### src/design/mbd_pkg.sv
// Shared types, constants and the quad filter for the mip box downsampler.
// No dependencies; every other design file but mbd_ram uses this package.
package mbd_pkg;

  localparam int PIX_W       = 32;
  localparam int CFG_W       = 12;
  localparam int CFG_IDX_W   = 2;
  localparam int FMT_W       = 3;
  localparam int MAX_DIM_DEF = 2048;
  localparam int QUEUE_DEPTH = 4;
  localparam int QC_W        = $clog2(QUEUE_DEPTH + 1);
  localparam int QP_W        = $clog2(QUEUE_DEPTH);

  // Register indexes on the configuration port
  localparam logic [CFG_IDX_W-1:0] CFG_FORMAT = 2'd0;
  localparam logic [CFG_IDX_W-1:0] CFG_WIDTH  = 2'd1;
  localparam logic [CFG_IDX_W-1:0] CFG_HEIGHT = 2'd2;

  // Channel masks
  localparam logic [7:0] M1 = 8'h01;
  localparam logic [7:0] M4 = 8'h0F;
  localparam logic [7:0] M5 = 8'h1F;
  localparam logic [7:0] M6 = 8'h3F;
  localparam logic [7:0] M8 = 8'hFF;

  typedef enum logic [FMT_W-1:0] {
    FMT_ARGB8888 = 3'd0,
    FMT_R5G6B5   = 3'd1,
    FMT_A4R4G4B4 = 3'd2,
    FMT_A1R5G5B5 = 3'd3,
    FMT_L8       = 3'd4
  } fmt_t;

  // Word handed from the front to the queue stage
  typedef struct packed {
    logic             h1;    // parent height of one: no line buffer read
    logic             last;  // closes the level
    logic [PIX_W-1:0] left;  // bottom-left sample
    logic [PIX_W-1:0] px;    // bottom-right sample
  } stage_t;

  // One full quad waiting for the filter
  typedef struct packed {
    logic [PIX_W-1:0] tl;
    logic [PIX_W-1:0] tr;
    logic [PIX_W-1:0] bl;
    logic [PIX_W-1:0] br;
    logic             last;
  } q_entry_t;

  function automatic logic [7:0] avg8(input logic [7:0] a, input logic [7:0] b,
                                      input logic [7:0] c, input logic [7:0] d);
    logic [9:0] s;
    s = 10'(a) + 10'(b) + 10'(c) + 10'(d) + 10'd2;
    return s[9:2];
  endfunction

  function automatic logic [7:0] avg_ch(input logic [PIX_W-1:0] a, input logic [PIX_W-1:0] b,
                                        input logic [PIX_W-1:0] c, input logic [PIX_W-1:0] d,
                                        input logic [4:0] sh, input logic [7:0] m);
    logic [7:0] r;
    r = avg8(8'(a >> sh) & m, 8'(b >> sh) & m, 8'(c >> sh) & m, 8'(d >> sh) & m);
    return r & m;
  endfunction

  function automatic logic [PIX_W-1:0] place(input logic [7:0] v, input logic [4:0] sh);
    return PIX_W'(v) << sh;
  endfunction

  function automatic logic [PIX_W-1:0] quad_filter(input fmt_t f,
      input logic [PIX_W-1:0] a, input logic [PIX_W-1:0] b,
      input logic [PIX_W-1:0] c, input logic [PIX_W-1:0] d);
    logic [PIX_W-1:0] res;
    logic [2:0]       ones;
    ones = 3'(a[15]) + 3'(b[15]) + 3'(c[15]) + 3'(d[15]);
    case (f)
      FMT_R5G6B5: begin
        res = place(avg_ch(a, b, c, d, 5'd11, M5), 5'd11)
            | place(avg_ch(a, b, c, d, 5'd5, M6), 5'd5)
            | place(avg_ch(a, b, c, d, 5'd0, M5), 5'd0);
      end
      FMT_A4R4G4B4: begin
        res = place(avg_ch(a, b, c, d, 5'd12, M4), 5'd12)
            | place(avg_ch(a, b, c, d, 5'd8, M4), 5'd8)
            | place(avg_ch(a, b, c, d, 5'd4, M4), 5'd4)
            | place(avg_ch(a, b, c, d, 5'd0, M4), 5'd0);
      end
      FMT_A1R5G5B5: begin
        // alpha is a majority vote: two of four set bits win
        res = place((ones >= 3'd2) ? M1 : 8'h00, 5'd15)
            | place(avg_ch(a, b, c, d, 5'd10, M5), 5'd10)
            | place(avg_ch(a, b, c, d, 5'd5, M5), 5'd5)
            | place(avg_ch(a, b, c, d, 5'd0, M5), 5'd0);
      end
      FMT_L8: begin
        res = place(avg_ch(a, b, c, d, 5'd0, M8), 5'd0);
      end
      default: begin
        res = place(avg_ch(a, b, c, d, 5'd24, M8), 5'd24)
            | place(avg_ch(a, b, c, d, 5'd16, M8), 5'd16)
            | place(avg_ch(a, b, c, d, 5'd8, M8), 5'd8)
            | place(avg_ch(a, b, c, d, 5'd0, M8), 5'd0);
      end
    endcase
    return res;
  endfunction

endpackage

### src/design/mbd_queue.sv
// Short FIFO of complete quads between the front end and the filter.
// Depends on mbd_pkg for the entry type and depth.
module mbd_queue (
  input  logic                     clk,
  input  logic                     rst_n,
  input  logic                     push,
  input  mbd_pkg::q_entry_t        push_entry,
  input  logic                     pop,
  output mbd_pkg::q_entry_t        head,
  output logic [mbd_pkg::QC_W-1:0] count
);
  import mbd_pkg::*;

  q_entry_t         q_r [QUEUE_DEPTH];
  logic [QP_W-1:0]  wr_ptr_r, wr_ptr_nxt;
  logic [QP_W-1:0]  rd_ptr_r, rd_ptr_nxt;
  logic [QC_W-1:0]  count_r, count_nxt;

  always_comb begin
    wr_ptr_nxt = push ? wr_ptr_r + QP_W'(1) : wr_ptr_r;
    rd_ptr_nxt = pop ? rd_ptr_r + QP_W'(1) : rd_ptr_r;
    count_nxt  = count_r + QC_W'(push) - QC_W'(pop);
  end

  always_ff @(posedge clk) begin
    if (!rst_n) begin
      wr_ptr_r <= '0;
      rd_ptr_r <= '0;
      count_r  <= '0;
    end else begin
      wr_ptr_r <= wr_ptr_nxt;
      rd_ptr_r <= rd_ptr_nxt;
      count_r  <= count_nxt;
    end
  end

  always_ff @(posedge clk) begin
    if (push) begin
      q_r[wr_ptr_r] <= push_entry;
    end
  end

  assign head  = q_r[rd_ptr_r];
  assign count = count_r;

endmodule

### config.mk
export PLATFORM = sky130hd
export DESIGN_NAME = mbd_queue
export DESIGN_NICKNAME = d
export VERILOG_FILES = /design/src/design/mbd_pkg.sv /design/src/design/mbd_queue.sv
export SDC_FILE = /design/constraint.sdc
export NUM_CORES = 1
export LEC_CHECK = 0
export ABC_CLOCK_PERIOD_IN_PS = 5800
export BUFFER_PORTS_ARGS = -buffer_cell sky130_fd_sc_hd__buf_4
export CAP_MARGIN = 20
export CORE_UTILIZATION = 57
export DETAILED_ROUTE_END_ITERATION = 12
export PLACE_DENSITY = 0.79
export SETUP_SLACK_MARGIN = 0.2
export SLEW_MARGIN = 10
export SYNTH_ARGS = -nofsm -noshare
export SYNTH_HDL_FRONTEND = slang
export SYNTH_SLANG_ARGS = --single-unit
### constraint.sdc
create_clock -name clk -period 5.8 [get_ports clk]
set_input_delay 1.45 -clock clk [delete_from_list [all_inputs] [get_ports clk]]
set_output_delay 1.45 -clock clk [all_outputs]
set_load 0.005 [all_outputs]
; Word level (Yosys, flattened, before mapping)
; Memory sizes are Yosys's and may differ from the RTL's. A register that Yosys moved wholly into a read port is not among the register bits.
; Cells that the tools add are included.
[op_classes]
bitwise = 0
magnitude_cmp = 0
shift = 0
mux = 4
n_eq_ne = 0
addsub = 4
multipliers = 0
div_mod_pow = 0
n_reduce_logical = 0
[ops]
columns = operator, count
row1 = $add 2x1->2 const B, 2
row2 = $mux 2, 2
row3 = $add 3x1->3, 1
row4 = $sub 3x1->3, 1
row5 = $mux 1, 2
[totals]
ram_bits = 516
latchBits = 0
inputBits = 133
rom_bits = 0
output_inout_bits = 132
n_memories = 1
register_bits = 7
wordCells = 12
[memory_table]
columns = name, words, word_bits, read_ports, rd_ports_with_merged_regs, write_ports, line_no
row1 = q_r, 4, 129, 1, 1, 1, mbd_queue.sv:14  ; q_entry_t q_r [QUEUE_DEPTH];

; Depth between registers and ports, before layout
; Gate-level depths: netlist (run 1).
[logic_depth]
depth_word = 3
depth_mapped = 7
depth_no_buf = 7

; Worst setup path after synthesis (run 1)
; OpenSTA, ideal clock, no wires.
[synth_path]
path_kind = input to register
from = input push
to = memory q_r[0][0] (netlist bit) (enable)
path_buffers = 0
t_required_ps = 5297
t_arrival_ps = 4405
stages = 1
slack_ps = 892
cell_sequence = and2_1
[synth_via]
elab_chain_cells = 2
[synth_lines]
columns = element, line_no
row1 = start: declaration, mbd_queue.sv:6  ; input logic push,
row2 = $mux 1, mbd_queue.sv:38  ; if (push) begin
row3 = $mux 1 (not written as such), mbd_queue.sv:39  ; q_r[wr_ptr_r] <= push_entry;
row4 = end: declaration, mbd_queue.sv:14
; Every way passes these cells.

==> results of run 1 <==
-- cell families (layout without fill, tap and decap cells) --
logic type | Yosys count | in the layout | share of synthesized area, %
buf+inv | 35 | 369 | 1.30
xor+xnor | 3 | 3 | 0.217
simple gates | 12 | 12 | 0.335
compound gates | 2 | 2 | 0.0788
other cells | 0 | 2 | 0
fa+ha+maj | 7 | 7 | 0.499
flops | 525 | 525 | 82.3
mux | 130 | 130 | 15.3
-- registers in the layout, indices dropped and copies added, names as in the netlist, named ones only --
signal,count
q_r,516
count,3
rd_ptr_r,2
wr_ptr_r,2
-- final cells by class --
cell class              instances  area share, %
diodes                          2         0.0217
clock buffers                  64           5.70
well taps                     442           2.40
repair buffers                272           9.24
inverters                       7          0.114
clock inverters                26          0.836
multi-input cells             154           13.6
flip-flops and latches        525           68.1
-- per-stage QoR --
step,utilization (%),setup WS (ps),total power (W),hold slack [ps]
2_1_floorplan,-,892,0.00491,499
3_3_place_gp,65.8,2190,0.00529,511
3_5_place_dp,65.8,2170,0.00532,519
4_1_cts,70.5,1590,0.00829,552
5_1_grt,70.5,1490,0.00849,587
6_report,70.5,1710,0.00821,538
-- power breakdown --
part	switching (W)	internal (W)
Combinational	0.000347	0.000447
Sequential	0.0000705	0.00436
Clock	0.00129	0.00169
Total	0.00171	0.00650
-- Yosys cell counts (2+ instances only) --
cell type  number  share of area [%]
xnor2_1         2              0.092
clkbuf_1        4              0.079
nor2_1          5              0.099
buf_4           2              0.079
mux4_2        129                 15
ha_1            6               0.39
and2_1          6               0.20
buf_6          13               0.77
edfxtp_1      516                 81
dfxtp_1         9               0.95
buf_2           9               0.24
inv_1           7               0.14
-- worst register-to-register path, stage by stage (launching register included) --
cell	delay, ps
dfxtp_1	340
inv_1	90
ha_1	140
and2_4	840
buf_12	450
-- final timing paths --
path	start	end	depth (start not counted)
hold / removal	rd_ptr_r[1]	register	2
setup reg to reg	wr_ptr_r[0]	q_r[2][44]	4
hold reg to reg	rd_ptr_r[1]	register	2
setup / recovery	register	head[124]	3
-- routing by layer --
layer	track usage [%]	vias to the layer above	part of all wire, %
li1	-	3675	-
met1	26.5	4367	38
met2	34.3	308	52
met3	5.52	53	7.9
met4	5.75	0	2.0
met5	0	-	0
==> flow_summary.yaml, run 1 <==
synthesis:
  syn_area_sq_um: 19100
  synth_flop_cell: "edfxtp_1"
  yosys_warnings: 0
  synth.distinct_cells: 18
  ys_seq_elements: 525
  async_reset_ff_share_pct: 0
  synth-edff-count: 516
  syn_inst: 714
  seq_area_frac_synth_pct: 82.3
  synth.avg_cell_area_sq_um: 26.7
  synth_nets: 854
clocking:
  cts_max_level: 2
  numCtsBuffers: 50
  postCtsSetupRepairBufs: 0
  post_cts_resized: 0
  hold_buffers: 0
  cts_buffer_depth: 3
  cts_root_buffer: "clkbuf_16"
  insertion_delay_ps: 550
  cts_tree: "yes"
  numClockSinks: 525
  path_clk_slew_ps: 60
final_layout:
  final_common_cell: "edfxtp_1"
  fill_cells: 1970
  final_cell_mix: "516 x edfxtp_1, 265 x buf_4, 129 x mux4_2, 50 x clkbuf_16, 13 x clkbuf_1"
  multiInputGateArea_sq_um: 3140
  drive_gt1_share_pct: 45.4
  final_cell_area_sq_um: 23000
  synthToLayoutAreaGrowth_pct: 20.9
  layout.cells.non_filler: 1492
  fin_nets: 1150
  final-seq-area_sq_um: 15700
floorplan:
  core-area_sq_um: 32700
  die-width_um: 185
  die_h_um: 185
  io_pins: 265
  start_util_pct: 58.3
  die_area_sq_um: 34200
  rows: 66
sta:
  slew_headroom_pct: 29.9
  finalSetupTns_ps: 0
  setup_violations: 0
  finalCritPeriodShare_pct: 70.5
  slew_violations: 0
  finalHoldViolCount: 0
  rsz0062_at_grt: "false"
  worst_pin_slew_ps: 1050
  max_clock_freq_mhz: 244
  period_needed_ps: 4090
  finalClockSkew_ps: 11.1
routing:
  drt_iter0_markers: 542
  wl_per_cell_um: 23.2
  drtAntennaViolNets: 0
  post-route-drc-count: 0
  vias_per_cell: 5.63
  num_vias: 8403
  routed_wl_um: 34600
  first_pass_iters: 6
worst_hold_path:
  worst_hold_path_type: "reg2reg"
worst_setup_path:
  worst_path_max_delay_cell: "dfxtp_4"
  worstPathArrival_ps: 2640
  cp_num_buf_inv: 2
  crit_chain: "buf_12, mux4_2, buf_4"
  path_class: "reg2out"
  crit_required_ps: 4350
  max_stage_delay_ps: 850
  cp-end-kind: "primary output"
  crit_family: "flip-flops"
  startpoint_type: "register"
  cp_max_fo: 53
  r2r_slack_ps: 3550
placed_design:
  dp_hpwl_um: 20100
  place_inst: 1400
  io_buffers: 264
  gp_congestion: 0.708
  postPlaceCellArea_sq_um: 21500
power:
  power_leakage_nw: 7.73
  powerDensity_nw_per_um2: 356
  vdd_drop_max_v: 0.000316
global_route:
  antenna_found_initial: 2
  gr-total-overflow: 0
  grt_pass1_wl_um: 51400
  grt_max_degree: 74
  track_usage_pct: 20.4
  grt_pass1_vias: 8929
job:
  maxCapViolations: 0
run_status:
  status: "finished clean"
No activity file was read; power rests on OpenSTA's default activity.
==> run 2: changes to the inputs <==
--- a/config.mk
+++ b/config.mk
@@ -5,12 +5,12 @@
 export SDC_FILE = /design/constraint.sdc
 export NUM_CORES = 1
 export LEC_CHECK = 0
-export ABC_CLOCK_PERIOD_IN_PS = 5800
+export ABC_CLOCK_PERIOD_IN_PS = 3400
 export BUFFER_PORTS_ARGS = -buffer_cell sky130_fd_sc_hd__buf_4
 export CAP_MARGIN = 20
-export CORE_UTILIZATION = 57
+export CORE_UTILIZATION = 51
 export DETAILED_ROUTE_END_ITERATION = 12
-export PLACE_DENSITY = 0.79
+export PLACE_DENSITY = 0.75
 export SETUP_SLACK_MARGIN = 0.2
 export SLEW_MARGIN = 10
 export SYNTH_ARGS = -nofsm -noshare
==> constraint.sdc (replaced) <==
create_clock -name clk -period 3.4 [get_ports clk]
set_input_delay 0.85 -clock clk [delete_from_list [all_inputs] [get_ports clk]]
set_output_delay 0.85 -clock clk [all_outputs]
set_load 0.005 [all_outputs]
==> flow_summary.yaml, run 2 (synthesized netlist as in run 1, its figures left out) <==
floorplan:
  die-width_um: 195
  rows: 70
  core-area_sq_um: 36700
  die_area_sq_um: 38100
  io_pins: 265
  start_util_pct: 51.9
  die_h_um: 195
sta:
  max_clock_freq_mhz: 334
  finalHoldViolCount: 0
  finalCritPeriodShare_pct: 87.9
  slew_violations: 0
  period_needed_ps: 2990
  finalSetupTns_ps: 0
  slew_headroom_pct: 60.8
  finalClockSkew_ps: 7.60
  rsz0062_at_grt: "false"
  setup_violations: 0
  worst_pin_slew_ps: 588
global_route:
  grt_max_degree: 76
  antenna_found_initial: 2
  gr-total-overflow: 0
  grt_pass1_wl_um: 53700
  track_usage_pct: 19.0
  grt_pass1_vias: 9194
final_layout:
  fin_nets: 1172
  synthToLayoutAreaGrowth_pct: 22.7
  regMostFlops: "q_r"
  largest_reg_flops: 516
  n_antenna_cell: 0
  final_cell_mix: "516 x edfxtp_1, 277 x buf_4, 129 x mux4_2, 53 x clkbuf_16"
  final_common_cell: "edfxtp_1"
  drive_gt1_share_pct: 46.6
  layout.cells.non_filler: 1541
clocking:
  insertion_delay_ps: 570
  numCtsBuffers: 51
  cts_root_buffer: "clkbuf_16"
  hold_buffers: 0
  post_cts_resized: 0
  postCtsSetupRepairBufs: 0
  numClockSinks: 525
  cts_buffer_depth: 3
  cts_tree: "yes"
  path_clk_slew_ps: 60
  cts_max_level: 2
placed_design:
  gp_congestion: 0.715
  dp_hpwl_um: 21800
  place_inst: 1447
  io_buffers: 264
worst_setup_path:
  cp-end-kind: "primary output"
  path_class: "reg2out"
  crit_required_ps: 2550
  worstPathArrival_ps: 2140
  cp_max_fo: 30
  startpoint_type: "register"
power:
  sequentialPowerShare_pct: 53.1
  switching_share_pct: 20.7
  powerDensity_nw_per_um2: 605
  power_leakage_nw: 7.89
  p_clk_share_pct: 36.6
  combPwrFrac_pct: 10.2
  internal_power_w: 0.0112
  vdd_drop_max_v: 0.000447
  p_switching_w: 0.00293
routing:
  post-route-drc-count: 0
  first_pass_iters: 5
  routed_wl_um: 35100
  wl_per_cell_um: 22.8
  vias_per_cell: 5.51
  drtAntennaViolNets: 0
  drt_iter0_markers: 479
  num_vias: 8493
run_status:
  status: "finished clean"
job:
  maxCapViolations: 0
worst_hold_path:
  worst_hold_path_type: "in2reg"
[run 2: worst paths after layout]
| check | startpoint | end | slack (ps) | cells after the start |
|---|---|---|---|---|
| worst max-delay path | register | head[99] | 410 | 4 |
| worst min-delay path | push_entry[65] | q_r[2][65] | 480 | 1 |
| worst max register to register | wr_ptr_r[1] | q_r[1][92] | 1610 | 4 |
| worst min register to register | rd_ptr_r[1] | register | 530 | 2 |
[run 2: final cells by class]
cell class	count	area, sq um
clock buffer	71	1410
clock inverter	23	139
fill	2370	13300
inverter	7	26.3
multi-input combinational	154	3140
sequential	525	15700
tap	468	586
timing repair buffer	293	2400
[run 2: power groups by stage]
stage	clock (W)	sequential [W]	combinational (W)
floorplan	0	0.00764	0.000707
global placement	0	0.00764	0.00146
detailed placement	0	0.00766	0.00148
CTS	0.00533	0.00752	0.00149
global route	0.00554	0.00754	0.00156
finish	0.00518	0.00752	0.00145
[run 2: metal layers]
| layer | vias up | wire length, um | GRT usage [%] |
|---|---|---|---|
| met5 | - | 24 | 0 |
| met4 | 4 | 634 | 6.07 |
| met3 | 47 | 3260 | 6.20 |
| met2 | 287 | 17500 | 30.9 |
| met1 | 4423 | 13700 | 24.4 |
| li1 | 3732 | - | - |
[run 2: through the flow]
step           worst slack (ps)  total power, W  hold WS, ps  utilization, %  cell area, sq um
3_3_place_gp                983         0.00910          513            59.5             21800
4_1_cts                     341          0.0143          440            63.7             23400
2_1_floorplan               520         0.00835          499               -             19100
5_1_grt                     307          0.0146          454            63.7             23400
6_report                    410          0.0141          476            63.7             23400
3_5_place_dp                962         0.00914          508            59.5             21800
[run 2: critical path: stages (launching register included)]
cell     delay, ps
dfxtp_4        370
buf_12         270
buf_4          230
mux4_2         520
buf_4          150
