[config.mk]
export PLATFORM = sky130hd
export DESIGN_NAME = mbd_front
export DESIGN_NICKNAME = d
export VERILOG_FILES = /design/src/design/mbd_pkg.sv /design/src/design/mbd_front.sv
export SDC_FILE = /design/constraint.sdc
export NUM_CORES = 1
export LEC_CHECK = 0
export ABC_AREA = 1
export BUFFER_PORTS_ARGS = -buffer_cell sky130_fd_sc_hd__buf_2
export CAP_MARGIN = 5
export CORE_AREA = 2 2 117 119
export CTS_CLUSTER_SIZE = 30
export DETAILED_ROUTE_END_ITERATION = 8
export DIE_AREA = 0 0 119 121
export MAX_ROUTING_LAYER = met4
export PLACE_DENSITY = 0.73
export SLEW_MARGIN = 5
export SYNTH_ARGS = -nofsm -noshare
export SYNTH_HDL_FRONTEND = slang
export SYNTH_SLANG_ARGS = --single-unit
[constraint.sdc]
create_clock -name clk -period 2.7 [get_ports clk]
set_input_delay 0.54 -clock clk [delete_from_list [all_inputs] [get_ports clk]]
set_output_delay 0.54 -clock clk [all_outputs]
set_load 0.01 [all_outputs]
[src/design/mbd_pkg.sv]
// Shared types, constants and the quad filter for the mip box downsampler.
// No dependencies; every other design file but mbd_ram uses this package.
package mbd_pkg;

  localparam int PIX_W       = 32;
  localparam int CFG_W       = 12;
  localparam int CFG_IDX_W   = 2;
  localparam int FMT_W       = 3;
  localparam int MAX_DIM_DEF = 2048;
  localparam int QUEUE_DEPTH = 4;
  localparam int QC_W        = $clog2(QUEUE_DEPTH + 1);
  localparam int QP_W        = $clog2(QUEUE_DEPTH);

  // Register indexes on the configuration port
  localparam logic [CFG_IDX_W-1:0] CFG_FORMAT = 2'd0;
  localparam logic [CFG_IDX_W-1:0] CFG_WIDTH  = 2'd1;
  localparam logic [CFG_IDX_W-1:0] CFG_HEIGHT = 2'd2;

  // Channel masks
  localparam logic [7:0] M1 = 8'h01;
  localparam logic [7:0] M4 = 8'h0F;
  localparam logic [7:0] M5 = 8'h1F;
  localparam logic [7:0] M6 = 8'h3F;
  localparam logic [7:0] M8 = 8'hFF;

  typedef enum logic [FMT_W-1:0] {
    FMT_ARGB8888 = 3'd0,
    FMT_R5G6B5   = 3'd1,
    FMT_A4R4G4B4 = 3'd2,
    FMT_A1R5G5B5 = 3'd3,
    FMT_L8       = 3'd4
  } fmt_t;

  // Word handed from the front to the queue stage
  typedef struct packed {
    logic             h1;    // parent height of one: no line buffer read
    logic             last;  // closes the level
    logic [PIX_W-1:0] left;  // bottom-left sample
    logic [PIX_W-1:0] px;    // bottom-right sample
  } stage_t;

  // One full quad waiting for the filter
  typedef struct packed {
    logic [PIX_W-1:0] tl;
    logic [PIX_W-1:0] tr;
    logic [PIX_W-1:0] bl;
    logic [PIX_W-1:0] br;
    logic             last;
  } q_entry_t;

  function automatic logic [7:0] avg8(input logic [7:0] a, input logic [7:0] b,
                                      input logic [7:0] c, input logic [7:0] d);
    logic [9:0] s;
    s = 10'(a) + 10'(b) + 10'(c) + 10'(d) + 10'd2;
    return s[9:2];
  endfunction

  function automatic logic [7:0] avg_ch(input logic [PIX_W-1:0] a, input logic [PIX_W-1:0] b,
                                        input logic [PIX_W-1:0] c, input logic [PIX_W-1:0] d,
                                        input logic [4:0] sh, input logic [7:0] m);
    logic [7:0] r;
    r = avg8(8'(a >> sh) & m, 8'(b >> sh) & m, 8'(c >> sh) & m, 8'(d >> sh) & m);
    return r & m;
  endfunction

  function automatic logic [PIX_W-1:0] place(input logic [7:0] v, input logic [4:0] sh);
    return PIX_W'(v) << sh;
  endfunction

  function automatic logic [PIX_W-1:0] quad_filter(input fmt_t f,
      input logic [PIX_W-1:0] a, input logic [PIX_W-1:0] b,
      input logic [PIX_W-1:0] c, input logic [PIX_W-1:0] d);
    logic [PIX_W-1:0] res;
    logic [2:0]       ones;
    ones = 3'(a[15]) + 3'(b[15]) + 3'(c[15]) + 3'(d[15]);
    case (f)
      FMT_R5G6B5: begin
        res = place(avg_ch(a, b, c, d, 5'd11, M5), 5'd11)
            | place(avg_ch(a, b, c, d, 5'd5, M6), 5'd5)
            | place(avg_ch(a, b, c, d, 5'd0, M5), 5'd0);
      end
      FMT_A4R4G4B4: begin
        res = place(avg_ch(a, b, c, d, 5'd12, M4), 5'd12)
            | place(avg_ch(a, b, c, d, 5'd8, M4), 5'd8)
            | place(avg_ch(a, b, c, d, 5'd4, M4), 5'd4)
            | place(avg_ch(a, b, c, d, 5'd0, M4), 5'd0);
      end
      FMT_A1R5G5B5: begin
        // alpha is a majority vote: two of four set bits win
        res = place((ones >= 3'd2) ? M1 : 8'h00, 5'd15)
            | place(avg_ch(a, b, c, d, 5'd10, M5), 5'd10)
            | place(avg_ch(a, b, c, d, 5'd5, M5), 5'd5)
            | place(avg_ch(a, b, c, d, 5'd0, M5), 5'd0);
      end
      FMT_L8: begin
        res = place(avg_ch(a, b, c, d, 5'd0, M8), 5'd0);
      end
      default: begin
        res = place(avg_ch(a, b, c, d, 5'd24, M8), 5'd24)
            | place(avg_ch(a, b, c, d, 5'd16, M8), 5'd16)
            | place(avg_ch(a, b, c, d, 5'd8, M8), 5'd8)
            | place(avg_ch(a, b, c, d, 5'd0, M8), 5'd0);
      end
    endcase
    return res;
  endfunction

endpackage

[src/design/mbd_front.sv]
// Front end: accepts parent pixels, tracks column and row, drives the line buffer.
// Depends on mbd_pkg; feeds the line buffer RAM and the quad queue.
module mbd_front #(
  parameter int MAX_DIM = mbd_pkg::MAX_DIM_DEF
) (
  input  logic                                     clk,
  input  logic                                     rst_n,
  input  logic                                     clear,
  input  logic                                     in_valid,
  output logic                                     in_stall,
  input  logic [mbd_pkg::PIX_W-1:0]                in_pixel,
  input  logic [$clog2(MAX_DIM)-1:0]               wm1,
  input  logic [$clog2(MAX_DIM)-1:0]               hm1,
  input  logic [mbd_pkg::QC_W-1:0]                 q_count,
  output logic                                     stage_valid,
  output mbd_pkg::stage_t                          stage,
  output logic                                     ram_we,
  output logic [((MAX_DIM/2 > 1) ? $clog2(MAX_DIM/2) : 1)-1:0] ram_waddr,
  output logic [2*mbd_pkg::PIX_W-1:0]              ram_wdata,
  output logic                                     ram_re,
  output logic [((MAX_DIM/2 > 1) ? $clog2(MAX_DIM/2) : 1)-1:0] ram_raddr
);
  import mbd_pkg::*;

  localparam int CNT_W = $clog2(MAX_DIM);
  localparam int PAIRS = MAX_DIM / 2;
  localparam int PA_W  = (PAIRS > 1) ? $clog2(PAIRS) : 1;

  logic [CNT_W-1:0] col_r, col_nxt;
  logic [CNT_W-1:0] row_r, row_nxt;
  logic [PIX_W-1:0] prev_r;
  logic             stage_valid_r, stage_valid_nxt;
  stage_t           stage_r;

  logic             w1, h1, emit, accept;
  logic [CNT_W-1:0] last_c, last_r;
  logic [QC_W:0]    occ;
  logic [PIX_W-1:0] left;

  always_comb begin
    w1     = (wm1 == '0);
    h1     = (hm1 == '0);
    last_c = w1 ? '0 : (wm1[0] ? wm1 : wm1 - CNT_W'(1));
    last_r = h1 ? '0 : (hm1[0] ? hm1 : hm1 - CNT_W'(1));
    // count the word in the RAM stage as already queued
    occ      = {1'b0, q_count} + (QC_W+1)'(stage_valid_r);
    in_stall = (occ >= (QC_W+1)'(QUEUE_DEPTH));
    accept   = in_valid && !in_stall;
    emit     = (w1 || col_r[0]) && (h1 || row_r[0]);
    left     = w1 ? in_pixel : prev_r;
  end

  // Line buffer holds column pairs of the even row: {odd column, even column}
  always_comb begin
    ram_we    = accept && !h1 && !row_r[0] && (w1 || col_r[0]);
    ram_waddr = PA_W'(col_r >> 1);
    ram_wdata = {in_pixel, left};
    ram_re    = accept && emit && !h1;
    ram_raddr = PA_W'(col_r >> 1);
  end

  always_comb begin
    col_nxt         = col_r;
    row_nxt         = row_r;
    stage_valid_nxt = accept && emit;
    if (clear) begin
      col_nxt = '0;
      row_nxt = '0;
    end else if (accept) begin
      if (col_r == wm1) begin
        col_nxt = '0;
        row_nxt = (row_r == hm1) ? '0 : row_r + CNT_W'(1);
      end else begin
        col_nxt = col_r + CNT_W'(1);
      end
    end
  end

  always_ff @(posedge clk) begin
    if (!rst_n) begin
      col_r         <= '0;
      row_r         <= '0;
      stage_valid_r <= 1'b0;
    end else begin
      col_r         <= col_nxt;
      row_r         <= row_nxt;
      stage_valid_r <= stage_valid_nxt;
    end
  end

  always_ff @(posedge clk) begin
    if (accept) begin
      prev_r       <= in_pixel;
      stage_r.h1   <= h1;
      stage_r.last <= (col_r == last_c) && (row_r == last_r);
      stage_r.left <= left;
      stage_r.px   <= in_pixel;
    end
  end

  assign stage_valid = stage_valid_r;
  assign stage       = stage_r;

endmodule

# After elaboration in Yosys (flattened, before gate mapping)
# Index checks and enable logic that the tools add are counted.
[totals]
ff_bits = 89
latch_bits = 0
ramBits = 0
mem_bits_ro = 0
inputBits = 61
out_inout_bits = 154
mem_count = 0
[op_classes]
add_sub_neg = 5
n_mul = 0
div = 0
order_cmp = 1
n_eq_ne = 4
shifts = 0
mux = 7
n_bitwise = 1
n_reduce_logical = 17
[ops]
columns = ["cell", "count"]
rows = [
  ["$mux 11", 6],
  ["$eq 11x11->1", 4],
  ["$mux 32", 1],
  ["$add 11x1->11 const B", 2],
  ["$logic_not 11->1", 2],
  ["$sub 11x1->11 const B", 2],
  ["$logic_and 1x1->1", 8],
  ["$add 3x1->4", 1],
  ["$ge 4x3->1 const B", 1],
  ["$logic_not 1->1", 3],
  ["$logic_or 1x1->1", 2],
  ["$reduce_and 2->1", 1],
  ["$reduce_or 2->1", 1],
  ["$not 1->1", 1],
]

# Depth between registers and ports, before layout
# Gate-level depths: netlist (run 1).
[depth]
word_depth = 7
mapped_depth = 17
ltp_nobuf = 17

# Least setup slack after synthesis (run 1)
# No wires, ideal clock.
[synth_timing]
kind = "input-to-reg"
start = "in q_count[0] (netlist bit)"
end = "reg col_r[10]"
setup_ns = 0.122
arrival_time_ns = 2.446
required_time_ns = 2.578
setup_slack_ns = 0.133
stages = 10
path_buffers = 0
path_cell_list = "nand3_1 nand3_2 inv_2 nand2_1 nor2_1 nand2_1 nor2_1 nand2_1 o21ai_0 a21oi_1"
[synth_between]
elab_chain_cells = 4
[synth_lines]
columns = ["item", "line", "rtl"]
rows = [
  ["start: declaration", "mbd_front.sv:14", "input logic [mbd_pkg::QC_W-1:0] q_count,"],
  ["$add 3x1->4", "mbd_front.sv:46", "occ = {1'b0, q_count} + (QC_W+1)'(stage_valid_r);"],
  ["$ge 4x3->1", "mbd_front.sv:47", "in_stall = (occ >= (QC_W+1)'(QUEUE_DEPTH));"],
  ["$logic_not 1->1", "mbd_front.sv:48", "accept = in_valid && !in_stall;"],
  ["$logic_and 1x1->1", "mbd_front.sv:48", ""],
  ["net accept", "mbd_front.sv:35", "logic w1, h1, emit, accept;"],
  ["end signal: assignment", "mbd_front.sv:85", "col_r <= col_nxt;"],
  ["end: declaration", "mbd_front.sv:29", "logic [CNT_W-1:0] col_r, col_nxt;"],
]
# The timed path passes the listed nets, and every way through them passes these cells.
# A chain may end at the register's enable or synchronous reset.

# Worst setup path in the final report (run 1)
[layout_timing]
start = "in wm1[0]"
end = "out ram_we"
[layout_between]
elab_chain_cells = 3
[layout_lines]
columns = ["item", "line", "rtl"]
rows = [
  ["start: declaration", "mbd_front.sv:12", "input logic [$clog2(MAX_DIM)-1:0] wm1,"],
  ["$logic_not 11->1", "mbd_front.sv:41", "w1 = (wm1 == '0);"],
  ["$logic_or 1x1->1", "mbd_front.sv:55", "ram_we = accept && !h1 && !row_r[0] && (w1 || col_r[0]);"],
  ["$logic_and 1x1->1", "mbd_front.sv:55", ""],
  ["end: declaration", "mbd_front.sv:17", "output logic ram_we,"],
]
# Every way passes these cells.

==> flow_metrics.tcl, run 1 <==
set metrics [dict create \
    status "finished, final reports clean" \
    dieArea_um2 14400 \
    layout_setup_ws_ns 0.218 \
    r2r_slack_ns 0.77 \
    ys.flop_type "edfxtp_1" \
    yosysWarnings 0 \
    post_cts_buffers 0 \
    rows 42 \
    first_iter_violations 311 \
    yosysSeqAreaShare_pct 47.2 \
    crit_chain "buf_2 -> inv_1 -> ha_1 -> nand2_1 -> nor2_1 -> nand2_2 -> ha_1 -> nor4_1 -> buf_2" \
    finalSetupViolations 0 \
    grt_max_degree 45 \
    worstSetupStartpointType "primary input" \
    hpwlAfterDp_um 11300 \
    gr-usage-met1_pct 23.8 \
    routed_wl_um 14400 \
    grt_first_pass_wirelength_um 22300 \
    numCtsBuffers 9 \
    power_density_nw_per_um2 513 \
    slew_headroom_pct 62.4 \
    track_usage_pct 20.5 \
    clk_latency_ns 0.35 \
    drv_slew 0 \
    syn2layout_area_growth_pct 24.0 \
    reg2reg_from "stage_valid" \
    synth_cells 647 \
    drive_above_1_share_pct 30.4 \
    dp_cells 982 \
    crit_type "primary input to output pin" \
    max_stage_delay_ns 0.25 \
    fin_nets 886 \
    async_reset_ff_share_pct 0 \
    htree_levels 3 \
    synth_top_area_share_pct 38.3 \
    die_w_um 119 \
    hold_class "primary input to flop" \
    clock_skew_ns 0.0109 \
    period_share_pct 91.9 \
    grt_pass1_vias 4389 \
    ys_top_cells_by_area "edfxtp_1 (38%), nand2_1 (16%), dfxtp_1 (8.9%)" \
    clk_pin_slew_worst_paths_ns 0.07 \
    gp_congestion 0.893 \
    via_per_inst 4.75 \
    portBuffers 214 \
    met3_usage_pct 4.84 \
    clk_path_buf_depth 2 \
    fin_crit_ns 2.48 \
    hold_buffers 0 \
    rsz0062_at_grt "no" \
    slowest_stage "ha_1" \
    finalSetupTns_ns 0 \
    cp.arrival_ns 1.94 \
    numClockSinks 89 \
    netlist_area_um2 5170 \
    vias 4738 \
    drc 0 \
    syn_avg_cell_area_um2 7.99 \
    syn_nets 716 \
    grt_remaining_overflow 0 \
    cts_resized 0 \
    path_buf_inv 3 \
    ios 215 \
    p_leak_nw 3.05 \
    synth_edf_count 66 \
    core_area_um2 13100 \
    grtUsageMet2_pct 35.6 \
    vdd_drop_max_v 0.000343 \
    hold_viol_final 0 \
    antenna_found_initial 0 \
    ys_ff_latch 89 \
    cts_tree "built" \
    drtAntennaViolNets 0 \
    dpl_worst_slack_ns 0.230 \
    start_util_pct 39.5 \
    final_cell_area_um2 6410 \
    routedWlPerCell_um 14.4 \
    rr_worst_depth 9 \
    synth_cell_types 30 \
    hold_path_depth 1 \
    drv_cap 0 \
    min_to "stage[14]" \
    critPathCaptureType "output pin" \
    max_freq_ghz 0.403 \
    crit_required_ns 2.16 \
    busiest_layer "met2" \
    cts_root_buf "clkbuf_16" \
    cp_max_fo 5 \
    worstReg2RegEnd "row_r[5]" \
    path_delay_family "simple AND/OR/NAND/NOR gates" \
    yosysTopAreaCell "edfxtp_1" \
    dieHeight_um 121 \
    tightest_slew_ns 0.564 \
    firstDrtPassIters 4 \
    hold_path.startpoint "in_pixel[14]" \
    power.total_mw 3.29 \
    place_area_um2 6090 \
    diodes 0 \
    stdcell_count 998 \
]
## power breakdown
part           internal, mW  switching [mW]  total (mW)
clock                 0.821           0.550        1.37
combinational         0.146           0.241       0.387
sequential             1.51          0.0163        1.53
total                  2.48           0.808        3.29
## synthesized netlist by cell type, types with 2 or more instances
library cell and instances:
nand2_2 2, buf_1 3, buf_2 7, nor4_1 3, nor3b_1 2, inv_2 4
nor3_1 13, edfxtp_1 66, inv_1 60, nand3_1 50, a21oi_1 15, nor2_2 5
buf_4 53, nand4_1 13, xor2_1 12, nand2_1 220, nand3b_1 3, xnor2_1 15
dfxtp_1 23, o21ai_0 11, nor2_1 51, ha_1 8
## metal layers
metal	share of wire, %	wire [µm]
met1	41	5960
met2	51	7400
met3	5.4	770
met4	1.8	253
met5	0	0
## sequential cells by signal, indices dropped and copies added (netlist names)
signal / flops
col_r: 11
stage: 66
stage_valid: 1
row_r: 11
## kinds of logic after synthesis
logic type / Yosys count / synth area share [%]
AND/OR/NAND/NOR: 363 / 29.5
buffers and inverters: 128 / 13.5
XOR/XNOR: 27 / 4.57
flip-flops: 89 / 47.2
adder cells (fa/ha/maj): 8 / 1.94
AO/OA/AOI/OAI: 32 / 3.34
## final cells by class
class                           count  area [µm²]
Fill cell                        1260        6670
Sequential cell                    89        2440
Multi-Input combinational cell    430        2030
Timing Repair Buffer              223        1150
Inverter                           64         240
Clock buffer                        9         225
Tap cell                          176         220
Clock inverter                      7         100
## metrics by stage
step	util, %	hold WS (ns)
finish	49.0	0.396
CTS	49.0	0.382
global placement	46.5	0.518
detailed placement	46.5	0.529
global route	49.0	0.379
floorplan	-	0.482
## worst max path at each step
stage          depth (start not counted)      to  slack, ns    from
6_report                               9  ram_we       0.22  wm1[0]
4_1_cts                                9  ram_we       0.22  wm1[0]
3_3_place_gp                           9  ram_we       0.23  wm1[0]
5_1_grt                                9  ram_we       0.06  wm1[0]
3_5_place_dp                           9  ram_we       0.23  wm1[0]
2_1_floorplan                          9  ram_we       0.13  wm1[0]
## cell usage in the layout (no fill, tap or decap), drive strengths merged
| cell | instances |
|---|---|
| nor3 | 13 |
| nand3 | 51 |
| ha | 8 |
| clkbuf | 9 |
| nor3b | 2 |
| a31oi | 1 |
| a21o | 1 |
| clkinv | 1 |
| a21oi | 15 |
| dfxtp | 23 |
| a211oi | 1 |
| edfxtp | 66 |
| nor4 | 3 |
| xor2 | 12 |
| nor2 | 56 |
| nand3b | 3 |
| xnor2 | 15 |
| bufinv | 2 |
| inv | 67 |
| buf | 223 |
| o31ai | 1 |
| clkinvlp | 1 |
| nand4 | 13 |
| o22ai | 1 |
| o21a | 1 |
| nand2 | 222 |
| o21ai | 11 |
No activity file was read; power rests on OpenSTA's default activity.
==> inputs of run 2 (changes only) <==
--- a/config.mk
+++ b/config.mk
@@ -12,8 +12,7 @@
 export CTS_CLUSTER_SIZE = 30
 export DETAILED_ROUTE_END_ITERATION = 8
 export DIE_AREA = 0 0 119 121
-export MAX_ROUTING_LAYER = met4
-export PLACE_DENSITY = 0.73
+export PLACE_DENSITY = 0.71
 export SLEW_MARGIN = 5
 export SYNTH_ARGS = -nofsm -noshare
 export SYNTH_HDL_FRONTEND = slang
==> constraint.sdc (replaced) <==
create_clock -name clk -period 2.5 [get_ports clk]
set_input_delay 0.5 -clock clk [delete_from_list [all_inputs] [get_ports clk]]
set_output_delay 0.5 -clock clk [all_outputs]
set_load 0.01 [all_outputs]
==> run 2 against run 1 <==
- count of clock-buffer cells in the layout rose by 1
- cell count rose by 0.20%
- register-to-register slack got worse by 0.03 ns
- global-route usage fell by 1.3 points
- wire length fell by 1.4%
- hold slack got worse by 0.041 ns
- setup slack got worse by 0.063 ns
- sequential share of layout area fell by 0.21 points
- flip-flop and latch count did not move
- critical endpoint unchanged
- largest cell class unchanged
==> flow_metrics.tcl, run 2 (same netlist as run 1, synthesis figures left out) <==
set metrics [dict create \
    hold_class "primary input to flop" \
    antenna_found_initial 0 \
    via_per_inst 4.71 \
    rsz0062_at_grt "no" \
    drv_cap 0 \
    p_leak_nw 3.07 \
    grt_max_degree 36 \
    p_sw_share_pct 24.6 \
    crit_required_ns 2.00 \
    hpwlAfterDp_um 11200 \
    drive_above_1_share_pct 30.8 \
    fillCellCount 1259 \
    drc 0 \
    layout_common_cells "nand2_1 (220), buf_2 (214), edfxtp_1 (66), inv_1 (59)" \
    max_freq_ghz 0.426 \
    grtUsageMet2_pct 34.2 \
    clock_skew_ns 0.00938 \
    numClockSinks 89 \
    p_sw_mw 0.877 \
    cp.arrival_ns 1.85 \
    multiInputGateArea_um2 2040 \
    clkPwrFrac_pct 41.8 \
    vdd_drop_max_v 0.000296 \
    met3_usage_pct 3.10 \
    portBuffers 214 \
    routedWlPerCell_um 14.2 \
    fin_crit_ns 2.35 \
    dieArea_um2 14400 \
    dieHeight_um 121 \
    grt_first_pass_wirelength_um 21500 \
    crit_chain "buf_2 -> nor2_2 -> nand2_1 -> nor2_2 -> nand2_2 -> ha_1 -> nor4_1 -> buf_2" \
    final_cell_area_um2 6450 \
    routed_wl_um 14200 \
    grt_remaining_overflow 0 \
    clk_path_buf_depth 2 \
    slowest_stage "nor4_1" \
    drtAntennaViolNets 0 \
    status "finished, final reports clean" \
    power_density_nw_per_um2 553 \
    track_usage_pct 19.2 \
    busiest_layer "met2" \
    fin_nets 888 \
    rows 42 \
    period_share_pct 93.8 \
    critPathCaptureType "output pin" \
    cts_root_buf "clkbuf_16" \
    p_int_mw 2.69 \
    clk_latency_ns 0.35 \
    drv_slew 0 \
    die_w_um 119 \
    combPwrFrac_pct 11.8 \
    worstSetupStartpointType "primary input" \
    largest_reg_flops 66 \
    grt_pass1_vias 4278 \
    gp_congestion 0.994 \
    clk_pin_slew_worst_paths_ns 0.07 \
    tightest_slew_ns 0.472 \
    crit_type "primary input to output pin" \
    core_area_um2 13100 \
    finalSetupViolations 0 \
    htree_levels 3 \
    slew_headroom_pct 68.5 \
    vias 4714 \
    gr-usage-met1_pct 22.8 \
    diodes 0 \
    cp_max_fo 5 \
    place_area_um2 6120 \
    first_iter_violations 243 \
    layout_commonest_cell "nand2_1" \
    ios 215 \
    max_stage_delay_ns 0.26 \
    fin_util_pct 49.3 \
    firstDrtPassIters 6 \
    finalSetupTns_ns 0 \
    numCtsBuffers 9 \
    syn2layout_area_growth_pct 24.7 \
    cts_tree "built" \
    p_seq_share_pct 46.3 \
    start_util_pct 39.5 \
    hold_viol_final 0 \
    seq_area_um2 2440 \
]
-- run 2: final timing paths --
path                startpoint         to  slack [ns]  cells after the start
setup / recovery        wm1[6]     ram_we        0.15                      8
hold / removal    in_pixel[29]  stage[29]        0.35                      1
setup reg to reg      col_r[1]  col_r[10]        0.74                      8
hold reg to reg       row_r[8]   row_r[8]        0.53                      2
-- run 2: power groups by stage --
stage / combinational [mW] / clock, mW / sequential (mW)
6_report: 0.422 / 1.49 / 1.65
5_1_grt: 0.465 / 1.60 / 1.66
4_1_cts: 0.425 / 1.53 / 1.65
3_5_place_dp: 0.423 / 0 / 1.69
3_3_place_gp: 0.418 / 0 / 1.68
2_1_floorplan: 0.220 / 0 / 1.71
-- run 2: repair_timing --
action / 4_1_cts / 5_1_grt
setup endpoints to repair: 0 / 2
hold buffers: 0 / 0
resized for setup: 0 / 2
buffers inserted: 0 / 0
-- run 2: metal layers --
| layer | share of wire (%) | vias to the layer above |
|---|---|---|
| li1 | - | 2389 |
| met1 | 42 | 2123 |
| met2 | 51 | 183 |
| met3 | 5.1 | 19 |
| met4 | 2.2 | 0 |
| met5 | 0 | - |
-- run 2: worst max-delay path, delay by kind of cell --
| family | cells | cell delay [ns] |
|---|---|---|
| simple gates | 5 | 0.79 |
| buf+inv | 2 | 0.31 |
| fa+ha+maj | 1 | 0.25 |
-- run 2: layout make-up --
type                            count  share of cell area, %
Tap cell                          176                   3.41
Multi-Input combinational cell    430                   31.6
Inverter                           64                   3.76
Sequential cell                    89                   37.9
Clock buffer                       10                   3.55
Timing Repair Buffer              225                   18.3
Clock inverter                      6                   1.55
-- run 2: per-stage QoR --
stage / cells / hold WS (ns) / worst slack (ns) / power [mW]
6_report: 1000 / 0.355 / 0.155 / 3.57
3_5_place_dp: 984 / 0.521 / 0.123 / 2.11
4_1_cts: 1000 / 0.339 / 0.109 / 3.60
3_3_place_gp: 984 / 0.515 / 0.154 / 2.10
2_1_floorplan: 647 / 0.482 / 0.0126 / 1.93
5_1_grt: 1000 / 0.344 / 0.0132 / 3.72
==> inputs of run 3 (changes only) <==
--- a/config.mk
+++ b/config.mk
@@ -5,14 +5,14 @@
 export SDC_FILE = /design/constraint.sdc
 export NUM_CORES = 1
 export LEC_CHECK = 0
-export ABC_AREA = 1
+export ABC_AREA = 0
 export BUFFER_PORTS_ARGS = -buffer_cell sky130_fd_sc_hd__buf_2
 export CAP_MARGIN = 5
-export CORE_AREA = 2 2 117 119
+export CORE_AREA = 2 2 114 116
 export CTS_CLUSTER_SIZE = 30
 export DETAILED_ROUTE_END_ITERATION = 8
-export DIE_AREA = 0 0 119 121
-export PLACE_DENSITY = 0.71
+export DIE_AREA = 0 0 116 118
+export PLACE_DENSITY = 0.72
 export SLEW_MARGIN = 5
 export SYNTH_ARGS = -nofsm -noshare
 export SYNTH_HDL_FRONTEND = slang
==> run 3 against run 2 <==
- synthesized cell count fell by 22%
- largest cell class unchanged
- via count shrank 6.0%
- clock skew fell by 0.0011 ns
- the run now ends with setup timing left
- cell area rose by 5.3%
- maximum frequency fell by 9.2%
==> flow_metrics.tcl, run 3 <==
set metrics [dict create \
    synth_top_area_share_pct 40.3 \
    numClockSinks 89 \
    vias 4432 \
    yosysWarnings 0 \
    yosysSeqAreaShare_pct 49.7 \
    hold_class "primary input to flop" \
    synth_most_common_cell "nand2_1" \
    worstSetupStartpointType "primary input" \
    status "finished, violations left" \
    synth_cells 502 \
    path_delay_family "simple AND/OR/NAND/NOR gates" \
    core_area_um2 12400 \
    ys_ff_latch 89 \
    start_util_pct 39.6 \
    slew_headroom_pct 71.6 \
    die_w_um 116 \
    ios 215 \
    largest_reg_flops 66 \
    critPathCaptureType "flop" \
    via_per_inst 4.92 \
    rows 41 \
    slowest_stage "or4_4" \
    period_share_pct 103 \
    clk_path_buf_depth 2 \
    dieArea_um2 13700 \
    numCtsBuffers 9 \
    path_buf_inv 2 \
    cts_root_buf "clkbuf_16" \
    grt_remaining_overflow 0 \
    track_usage_pct 19.7 \
    p_seq_share_pct 47.4 \
    clk_latency_ns 0.33 \
    drv_slew 0 \
    syn_avg_cell_area_um2 9.79 \
    async_reset_ff_share_pct 0 \
    hold_viol_final 0 \
    dieHeight_um 118 \
    power.total_mw 3.49 \
    dpl_worst_slack_ns -0.798 \
    cp_max_fo 5 \
    seq_area_um2 2440 \
    reg2reg_from "col_r[3]" \
    hpwlAfterDp_um 10900 \
    clock_skew_ns 0.00831 \
    grt_first_pass_wirelength_um 21000 \
    p_sw_share_pct 24.6 \
    r2r_slack_ns 0.31 \
    grt_pass1_vias 4209 \
    multiInputGateArea_um2 2050 \
    vdd_drop_max_v 0.000341 \
    drtAntennaViolNets 0 \
    ys_top_cells_by_area "edfxtp_1 (40%), dfxtp_1 (9.4%), nand2_1 (8.4%)" \
    fin_crit_ns 2.58 \
    netlist_area_um2 4910 \
    min_to "stage[6]" \
    syn_nets 571 \
    hold_path_depth 1 \
    cp.arrival_ns 2.75 \
    violations "setup timing" \
    synth_cell_types 46 \
    finalSetupTns_ns -0.137 \
    antenna_found_initial 0 \
    yosysTopAreaCell "edfxtp_1" \
    crit_required_ns 2.66 \
    clkPwrFrac_pct 39.2 \
    firstDrtPassIters 4 \
    layout_common_cells "buf_2 (210), nand2_1 (108), buf_4 (66), edfxtp_1 (66), xnor2_1 (46)" \
    fin_nets 792 \
    tightest_slew_ns 0.426 \
    crit_chain "buf_6 -> or4_4 -> nor4_4 -> buf_4 -> nor3_1 -> a221o_1 -> a2111oi_2 -> o2111ai_1 -> nor4_2" \
    routedWlPerCell_um 15.7 \
    syn2layout_area_growth_pct 38.2 \
    p_leak_nw 2.94 \
    ys.flop_type "edfxtp_1" \
    max_stage_delay_ns 0.55 \
    rsz0062_at_grt "yes" \
    routed_wl_um 14100 \
    hold_path.startpoint "in_pixel[6]" \
    layout_commonest_cell "buf_2" \
    fillCellCount 1135 \
    finalSetupViolations 3 \
    layout_setup_ws_ns -0.0835 \
    crit_type "primary input to flop" \
    rr_worst_depth 8 \
    p_int_mw 2.63 \
    synthTopCellsByCount "nand2_1 (110), edfxtp_1 (66), buf_4 (53)" \
    drc 0 \
    p_sw_mw 0.859 \
    grt_max_degree 70 \
    gp_congestion 0.916 \
    synth_edf_count 66 \
    clk_pin_slew_worst_paths_ns 0.07 \
    diodes 0 \
    combPwrFrac_pct 13.4 \
    cts_tree "built" \
    first_iter_violations 317 \
    portBuffers 214 \
    drive_above_1_share_pct 45.3 \
    htree_levels 3 \
    drv_cap 0 \
    worstReg2RegEnd "row_r[9]" \
    max_freq_ghz 0.387 \
    power_density_nw_per_um2 514 \
]
## run 3: cell types whose count changed after synthesis, moves of 14 or more
cell,change
xnor2_1,+31
inv_1,-42
nand3_1,-38
nand2_1,-110
clkbuf_1,+19
nor2_1,-14
## run 3: logic make-up (layout without fill, tap and decap cells)
kind of cell / count (synthesis) / in the layout / synth area share [%]
compound gates: 37 / 37 / 5.37
xor+xnor: 61 / 61 / 10.9
fa+ha+maj: 8 / 8 / 2.04
buf+inv: 94 / 320 / 11.4
flops: 89 / 89 / 49.7
mux: 3 / 3 / 0.611
simple gates: 210 / 210 / 20.0
## run 3: cell type report
| type | instances | share of cell area [%] |
|---|---|---|
| repair buffers | 286 | 24.9 |
| clock buffers | 9 | 3.32 |
| inverters | 18 | 1.31 |
| well taps | 172 | 3.17 |
| flip-flops and latches | 89 | 36.0 |
| clock inverters | 7 | 1.12 |
| multi-input cells | 319 | 30.2 |
## run 3: stage by stage
stage | cells | hold slack (ns) | area (µm²) | utilization [%]
4_1_cts | 898 | 0.349 | 6690 | 53.9
3_5_place_dp | 880 | 0.557 | 6320 | 50.9
2_1_floorplan | 502 | 0.544 | 5000 | -
3_3_place_gp | 880 | 0.542 | 6320 | 50.9
6_report | 900 | 0.371 | 6790 | 54.7
5_1_grt | 900 | 0.354 | 6790 | 54.7
## run 3: worst max-delay path by stage
| stage | start | endpoint | slack, ns | cells past startpoint |
|---|---|---|---|---|
| 3_3_place_gp | hm1[1] | stage[64] | -0.54 | 11 |
| 6_report | hm1[4] | stage[64] | -0.08 | 9 |
| 5_1_grt | hm1[4] | stage[64] | -0.17 | 9 |
| 2_1_floorplan | hm1[1] | stage[64] | -0.42 | 12 |
| 4_1_cts | hm1[0] | stage[64] | -0.09 | 11 |
| 3_5_place_dp | hm1[1] | stage[64] | -0.80 | 11 |
## run 3: what timing repair did
| action | CTS | global route |
|---|---|---|
| pin swaps | 5 | 3 |
| hold buffers | 0 | 0 |
| gates resized for setup | 13 | 12 |
| setup buffers | 2 | 1 |
| setup endpoints to repair | 3 | 35 |
| cloned | 0 | 1 |
## run 3: layer usage
layer | GRT usage [%] | routed length [µm] | vias to the layer above
met1 | 21.2 | 5370 | 2127
met4 | 7.44 | 303 | 0
met5 | 0 | 0 | -
met2 | 36.7 | 7620 | 166
met3 | 4.22 | 835 | 22
li1 | - | - | 2117
## run 3: power groups by stage
stage	clock (mW)	combinational [mW]	sequential, mW
detailed placement	0	0.453	1.69
floorplan	0	0.200	1.71
finish	1.37	0.469	1.65
CTS	1.41	0.463	1.65
global placement	0	0.441	1.68
global route	1.46	0.508	1.66
